## src/rtl/sem_pkg.sv

```systemverilog
// Shared types and constants of the Sobel edge magnitude unit.
`timescale 1ns / 1ps

package sem_pkg;

   // Line store geometry
   localparam int MAX_WIDTH  = 2048;
   localparam int COL_W      = $clog2(MAX_WIDTH);
   localparam int ROW_W      = 11;
   localparam int SIZE_W     = 12;
   localparam int PIX_W      = 8;

   // Frame size limits and reset values
   localparam logic [SIZE_W-1:0] MAX_WIDTH_SIZE  = SIZE_W'(MAX_WIDTH);
   localparam logic [SIZE_W-1:0] MAX_HEIGHT_SIZE = 12'd2048;
   localparam logic [SIZE_W-1:0] WIDTH_RESET     = 12'd640;
   localparam logic [SIZE_W-1:0] HEIGHT_RESET    = 12'd480;

   // Luma weights in thousandths and the reciprocal of 125 scaled by 2^22
   localparam int LUMA_SUM_W = 18;
   localparam logic [LUMA_SUM_W-1:0] WEIGHT_RED   = 18'd299;
   localparam logic [LUMA_SUM_W-1:0] WEIGHT_GREEN = 18'd587;
   localparam logic [LUMA_SUM_W-1:0] WEIGHT_BLUE  = 18'd114;
   localparam int GRAY_PROD_W = 31;
   localparam logic [GRAY_PROD_W-1:0] RECIP_125   = 31'd33555;
   localparam int RECIP_SHIFT = 22;

   // Gradient and squared-sum widths
   localparam int GRAD_W   = 11;
   localparam int SQ_W     = 20;
   localparam int SUM_SQ_W = 21;
   localparam logic [PIX_W-1:0] MAG_SAT = 8'd255;

   // Configuration register index (paddr bit 2)
   localparam logic CSR_FRAME_WIDTH  = 1'b0;
   localparam logic CSR_FRAME_HEIGHT = 1'b1;

   // Sequencer states
   typedef enum logic [7:0] {
      ST_IDLE   = 8'b0000_0001,
      ST_GRAY   = 8'b0000_0010,
      ST_WIN    = 8'b0000_0100,
      ST_GRAD   = 8'b0000_1000,
      ST_SQUARE = 8'b0001_0000,
      ST_SUM    = 8'b0010_0000,
      ST_ROOT   = 8'b0100_0000,
      ST_OUT    = 8'b1000_0000
   } sem_state_type;

   // Status of the square-root unit
   typedef struct packed {
      logic             done;
      logic [PIX_W-1:0] root;
   } sem_root_status_type;

endpackage

```

## src/rtl/sem_isqrt.sv

```systemverilog
// Iterative saturating integer square root, one result bit per cycle.
`timescale 1ns / 1ps

module sem_isqrt (
   input  logic                         clock,
   input  logic                         reset,
   input  logic                         start,
   input  logic [sem_pkg::SUM_SQ_W-1:0] value,
   output sem_pkg::sem_root_status_type status
);
   import sem_pkg::*;

   logic [15:0]      value_ff, value_in;
   logic [PIX_W-1:0] root_ff, root_in;
   logic [PIX_W-1:0] bit_ff, bit_in;
   logic             busy_ff, busy_in;
   logic             done_ff, done_in;
   logic [PIX_W-1:0] trial;
   logic [15:0]      trial_sq;

   // Try the next root bit against the operand
   assign trial    = root_ff | bit_ff;
   assign trial_sq = 16'(trial) * 16'(trial);

   always_comb begin
      value_in = value_ff;
      root_in  = root_ff;
      bit_in   = bit_ff;
      busy_in  = busy_ff;
      done_in  = 1'b0;
      if (start) begin
         // Saturate at once when the operand reaches 256 squared
         if (value[SUM_SQ_W-1:16] != '0) begin
            root_in = MAG_SAT;
            busy_in = 1'b0;
            done_in = 1'b1;
         end else begin
            value_in = value[15:0];
            root_in  = '0;
            bit_in   = 8'h80;
            busy_in  = 1'b1;
         end
      end else if (busy_ff) begin
         if (trial_sq <= value_ff) begin
            root_in = trial;
         end
         bit_in = bit_ff >> 1;
         if (bit_ff[0]) begin
            busy_in = 1'b0;
            done_in = 1'b1;
         end
      end
   end

   always_ff @(posedge clock) begin
      if (reset) begin
         busy_ff <= 1'b0;
         done_ff <= 1'b0;
      end else begin
         busy_ff <= busy_in;
         done_ff <= done_in;
      end
      value_ff <= value_in;
      root_ff  <= root_in;
      bit_ff   <= bit_in;
   end

   assign status.done = done_ff;
   assign status.root = root_ff;

endmodule

```

## config.mk

```make
export PLATFORM = sky130hd
export DESIGN_NAME = sem_isqrt
export DESIGN_NICKNAME = d
export VERILOG_FILES = /design/src/rtl/sem_pkg.sv /design/src/rtl/sem_isqrt.sv
export SDC_FILE = /design/constraint.sdc
export NUM_CORES = 1
export LEC_CHECK = 0
export BUFFER_PORTS_ARGS = -buffer_cell sky130_fd_sc_hd__buf_2
export CAP_MARGIN = 30
export CORE_MARGIN = 4
export CORE_UTILIZATION = 50
export DETAILED_ROUTE_END_ITERATION = 8
export MAX_ROUTING_LAYER = met4
export PLACE_DENSITY = 0.69
export SLEW_MARGIN = 20
export SYNTH_ARGS = -nofsm -noshare
export SYNTH_HDL_FRONTEND = slang
export SYNTH_SLANG_ARGS = --single-unit
```

## constraint.sdc

```tcl
create_clock -name clock -period 19.9 [get_ports clock]
set_input_delay 3.98 -clock clock [delete_from_list [all_inputs] [get_ports clock]]
set_output_delay 3.98 -clock clock [all_outputs]
set_load 0.05 [all_outputs]
```

======== Yosys cells after proc, flatten, opt, wreduce, memory -nomap -nowiden ========
Index checks and enable logic that the tools add are counted.
storage, ports and cells
  flip-flop bits (word level) ............. 34
  bits in latches ......................... 0
  bits in writable memories ............... 0
  ROM bits ................................ 0
  word-level logic and storage cells ...... 31
  memories ................................ 0
operators by class
  add/subtract/negate cells ............... 0
  $mul .................................... 1
  div/mod/pow operators ................... 0
  $lt $le $gt $ge ......................... 1
  equal/unequal tests ..................... 1
  shift operators ......................... 0
  muxes and demuxes ....................... 15
  bitwise operators ....................... 2
  reduce and logical (&&, ||, !) cells .... 6
operators with widths
  cell                count
  $mux 8              7
  $le 16x16->1        1
  $mul 8x8->16        1
  $mux 1              8
  $or 8x8->8          1
  $reduce_and 2->1    3
  $reduce_bool 5->1   1
  $reduce_bool 2->1   2
  $ne 2x2->1 const B  1
  $not 1->1           1

======== Logic depth before layout (Yosys ltp) ========
  depth after elaboration ................. 6
  gate-level depth with buffers ........... 22

======== Least setup slack after synthesis ========
Ideal clock, no wire load.
  kind .................................... register to register
  start ................................... reg root_ff[5]
  end ..................................... reg root_ff[0], enable pin
  library setup time ...................... 0.398 ns
  arrival ................................. 6.306 ns
  required time ........................... 19.502 ns
  path slack .............................. 13.196 ns
  stages on the path, launching flop included .. 22
  buffers on the path ..................... 1
  clock period less this slack ............ 6.704 ns
  path through ............................ edfxtp_1 or2_2 clkbuf_1 inv_1 nor2_1 fa_1 xor2_1 xnor2_1 fa_1 fa_1 inv_1 ha_1 a21o_1 a31o_1 o21a_1 o2111a_1 a2111oi_2 ha_1 nor2b_1 o21ai_0 o21ai_0 o41ai_1
on the way
  longest elaborated chain between the ends .. 5
RTL lines
  what                                line             source
  from (decl)                         sem_isqrt.sv:14  logic [PIX_W-1:0] root_ff, root_in;
  from (signal assigned)              sem_isqrt.sv:64  root_ff <= root_in;
  $or 8x8->8                          sem_isqrt.sv:22  assign trial = root_ff | bit_ff;
  $mul 8x8->16                        sem_isqrt.sv:23  assign trial_sq = 16'(trial) * 16'(trial);
  $le 16x16->1                        sem_isqrt.sv:44  if (trial_sq <= value_ff) begin
  $reduce_bool 2->1 (no source line)  -
  $reduce_and 2->1 (no source line)   -
No other way between the ends.
A chain may end at the register's enable or synchronous reset.

======== Worst setup path in the final report ========
  start ................................... reg bit_ff[0]
  end ..................................... reg root_ff[7], enable pin
on the way
  longest elaborated chain between the ends .. 5
RTL lines
  what                                line             source
  from (decl)                         sem_isqrt.sv:15  logic [PIX_W-1:0] bit_ff, bit_in;
  from (signal assigned)              sem_isqrt.sv:65  bit_ff <= bit_in;
  $or 8x8->8                          sem_isqrt.sv:22
  $mul 8x8->16                        sem_isqrt.sv:23
  $le 16x16->1                        sem_isqrt.sv:44
  $reduce_bool 2->1 (no source line)  -
  $reduce_and 2->1 (no source line)   -
No other way between the ends.

==> flow_results.org <==
** Timing
- Setup Viol. Count Final :: 0
- Pin slew with the least headroom to its limit :: 0.7728 ns
- Adding up every negative setup slack in the final design gives 0 ns.
- Once routing completed, OpenROAD measured the worst setup slack at between 10 and 15 ns.
- Timing would allow up to roughly 0.16 GHz.
- Hold is met by around 0.56 ns.
- Headroom to the max-slew limit :: 48.14%
- Max Transition Viols Final :: 0
- Clk_skew :: 0.01239 ns
- Post-route clock period utilization :: 31.76%
- Min cycle time layout :: approximately 6.3 ns
- Setup repair after global routing left no endpoint under its margin.
- The final hold violation count came to 0.

** Clock tree
- Number of clock sinks :: 34
- TritonCTS created 5 clock buffers.
- After clock tree synthesis, the repair step resized 0 gates.
- Buffer count from post-CTS setup fixing :: 0
- The H-tree generated during clock tree synthesis spans 2 levels.
- Clk slew on worst S/H paths :: 0.07 ns
- Clock tree from TritonCTS :: done
- Counting along the longest clock path gives a buffer depth of 2.
- Root buffer selected by CTS :: sky130_fd_sc_hd__clkbuf_8
- For the worst-skew pair, the clock arrives at the later sink with an insertion delay of 0.30 ns.
- For this design, the CTS-stage hold fixing added 0 buffers.

** Placed design
- At the end of routability-driven placement, the weighted congestion stood at 0.9129.
- Buffers placed on the I/O ports in this run total 32.
- Once detailed placement completed, the half-perimeter wirelength came to ~5300 µm.
- Worst setup timing slack at the placement stage :: 13.63 ns

** Global route
- Number of global-route vias before repair :: 2440
- Pin count of the biggest net entering global routing :: 26
- Total global routing overflow :: 0
- Aggregate global-route resource usage :: 19.08%
- The first global-routing pass estimated 11180 µm of wire.
- The number of antenna violations at the first check in global routing was 0.

** Floorplanning
- The die is slightly below 90 µm wide.
- Die Y :: 88.62 µm
- Die area :: 7853 µm²
- Area of the placeable core :: about 6300 µm²
- # rows :: 29
- Once the floorplan was initialized, standard cells occupied 51.47% of the core.
- # IOs :: 33

** Setup path
- The largest single stage delay on the critical path is 0.56 ns.
- The worst setup path is captured at a flop.
- Among all stages on the critical path, the largest delay is contributed by sky130_fd_sc_hd__fa_1.
- Number of buffers and inverters on the critical path :: 2
- Grouping stages by cell kind, the critical path spends the most delay in adder cells.
- Category of the worst setup path launch point :: flop
- Of all nets on the critical path, the largest fanout is 8.
- Signal arrival time at the worst endpoint :: 6.32 ns
- Cell type with the highest occurrence count on the critical path :: sky130_fd_sc_hd__fa_1
- Critical path start-end classification :: reg2reg
- Traced cell by cell, the critical path runs through nor2_1 -> nor2_1 -> fa_1 -> xor2_1 -> xnor2_1 -> fa_1 -> fa_1 -> inv_1 -> ha_1 -> a21o_1 -> a31o_1 -> o21a_1 -> o2111a_1 -> a2111oi_2 -> ha_1 -> nor2b_1 -> o21ai_0 -> o21ai_0 -> o41ai_1 -> buf_4.
- Data on the critical path is required at its endpoint by 19.90 ns.

** Routing
- Overall via count from detail_route :: 2483
- In the routed layout, each cell is associated on average with a via count of 5.506.
- ANT nets after route :: 0
- The final layout contains routed wiring with a total length of approximately 6500 µm.
- After detailed routing, the number of remaining DRC violations is 0.
- Detailed-router iteration count before antenna repair :: 4
- The detailed router finished its first iteration with 186 violations.
- Wire per inst :: 14.44 µm

** Synthesis
- Proportion of netlist area held by the largest area contributor :: between 20% and 30%
- sky130_fd_sc_hd__edfxtp_1 takes more of the synthesized area than any other cell.
- Cell area after technology mapping :: 3249 µm²
- Mapped Avg Cell Area :: about 9.6 µm²
- Synthesis inferred 34 register bits.
- Count of warnings emitted by yosys :: 0
- The share of the Yosys chip area taken by registers is 30.80%.
- Nets in the synthesized netlist :: ~430
- After synthesis, the cell types taking the most area are sky130_fd_sc_hd__edfxtp_1 (30%), sky130_fd_sc_hd__ha_1 (17%), sky130_fd_sc_hd__fa_1 (15%).
- After synthesis, the netlist uses 46 different library cells.
- Synthesis produced 339 cells.

** Power and ir drop
- Summed over all nets, the switching power comes to between 0.00005 and 0.00006 W.
- Summed over all cells, the static leakage comes to ~1.6 nW.
- IR analysis of the VDD net gives a maximum drop of 0.04479 mV.
- In this run the power density over the cells is 52.66 nW/µm².
- Net switching is about a third of the power.
- Sequential cells burn 42.2% of the power.
- Overall power :: ~0.00019 W
- Clock network fraction of total power :: a little over a quarter
- The internal power of the cells totals 0.0001279 W.
- Combinational logic burns a little under a third of the power.

** Hold path
- Class of the tightest hold or removal check :: reg2reg

** Layout
- Cells with a size suffix above 1 make up 12.30% of the layout.
- Cells fill 56.52% of the core in the end.
- Area growth syn-to-layout :: 9.819%
- Antenna Diode Count :: 0
- At the end of the flow, the number of nets in the layout was about 470.

** Run status
- The run finished with clean final reports.

** Flow run
- Total of max-cap violations :: 0
## cells in the mapped netlist, drive strengths merged
master / number
a21oi: 16
clkbuf: 4
nand3: 2
buf: 2
dfxtp: 2
inv: 63
nand4: 4
nand4b: 1
o2111ai: 1
or2: 2
nor4: 4
and2: 1
nor2: 49
or3: 2
o41ai: 1
fa: 25
o211ai: 2
xnor2: 7
a31o: 1
nor2b: 9
o22ai: 3
nand3b: 1
o2111a: 1
or4: 1
nor3: 13
nor4b: 1
a311oi: 1
nand4bb: 1
a21o: 5
a211oi: 1
xor2: 5
and4: 2
edfxtp: 32
a31oi: 1
ha: 43
o21ai: 9
nand2: 13
a2111oi: 2
o311a: 1
o21a: 3
o311ai: 2
## stage by stage
step | cell area [µm²] | cells
2_1_floorplan | 3249 | 339
3_3_place_gp | 3487 | 443
3_5_place_dp | 3487 | 443
4_1_cts | 3568 | 451
5_1_grt | 3568 | 451
6_report | 3568 | 451
## area by class of cell
cell class | count | area (µm²)
inverter | 63 | 236.5
timing repair buffer | 33 | 167.7
tap | 77 | 96.34
clock inverter | 2 | 8.758
sequential | 34 | 1001
fill | 588 | 2745
multi-input combinational | 236 | 1986
clock buffer | 6 | 72.57
## power by group through the flow
stage                     Combinational [W]   Clock, W  Sequential [W]
after detailed placement          0.0000585          0       0.0000809
after floorplan                   0.0000435          0       0.0000815
after global placement            0.0000571          0       0.0000809
after CTS                         0.0000590  0.0000503       0.0000794
after global routing              0.0000676  0.0000542       0.0000794
final                             0.0000586  0.0000499       0.0000794
## cells by family (layout without fill, tap and decap cells)
kind of cell / after synthesis / count (layout) / share of synthesized area (%)
AO/OA/AOI/OAI: 50 / 50 / 10.20
XOR/XNOR: 12 / 12 / 3.234
adder cells (fa/ha/maj): 68 / 68 / 31.96
buffers and inverters: 69 / 104 / 8.086
flip-flops: 34 / 34 / 30.80
AND/OR/NAND/NOR: 106 / 106 / 15.71
## placed cells by master, fill, tap and decap left out, types with 2 or more instances in the layout
master	instances
sky130_fd_sc_hd__inv_1	62
sky130_fd_sc_hd__nor2_1	49
sky130_fd_sc_hd__ha_1	43
sky130_fd_sc_hd__edfxtp_1	32
sky130_fd_sc_hd__buf_2	32
sky130_fd_sc_hd__fa_1	25
sky130_fd_sc_hd__a21oi_1	16
sky130_fd_sc_hd__nor3_1	13
sky130_fd_sc_hd__nand2_1	13
sky130_fd_sc_hd__nor2b_1	9
sky130_fd_sc_hd__o21ai_0	8
sky130_fd_sc_hd__xnor2_1	7
sky130_fd_sc_hd__xor2_1	5
sky130_fd_sc_hd__clkbuf_8	5
sky130_fd_sc_hd__nor4_1	4
sky130_fd_sc_hd__a21o_1	4
sky130_fd_sc_hd__nand4_1	4
sky130_fd_sc_hd__o22ai_1	3
sky130_fd_sc_hd__o21a_1	3
sky130_fd_sc_hd__or2_2	2
sky130_fd_sc_hd__o211ai_1	2
sky130_fd_sc_hd__nand3_1	2
sky130_fd_sc_hd__or3_1	2
sky130_fd_sc_hd__o311ai_1	2
sky130_fd_sc_hd__dfxtp_1	2
## worst register-to-register path: cells and delay by family, from the launching register on
| kind | cells | cell delay, ns |
|---|---|---|
| adders and majority gates | 5 | 2.31 |
| AOI/OAI and AO/OA | 8 | 1.78 |
| buffers and inverters | 2 | 0.28 |
| and+or+nand+nor | 3 | 0.90 |
| DFF | 1 | 0.49 |
| xor gates and xnor gates | 2 | 0.28 |
## sequential cells by signal, indices dropped and copies added, names as in the netlist
signal,cells
done_ff,1
busy_ff,1
root_ff,8
value_ff,16
bit_ff,8
## worst paths after layout
kind | cells past startpoint | to | start | slack (ns)
max | 20 | root_ff[7] | bit_ff[0] | 13.58
min reg2reg | 1 | bit_ff[4] | bit_ff[5] | 0.56
max reg2reg | 20 | root_ff[7] | bit_ff[0] | 13.58
min | 1 | bit_ff[4] | bit_ff[5] | 0.56
## metal layers
metal  track usage [%]  up-vias  part of all wire, %
li1                  -     1224                    -
met1             25.72     1205                   45
met2             30.12       46                   50
met3             2.793        8                  3.5
met4             5.357        0                  1.4
met5                 -        -                    0
(Power assumes the default switching activity.)
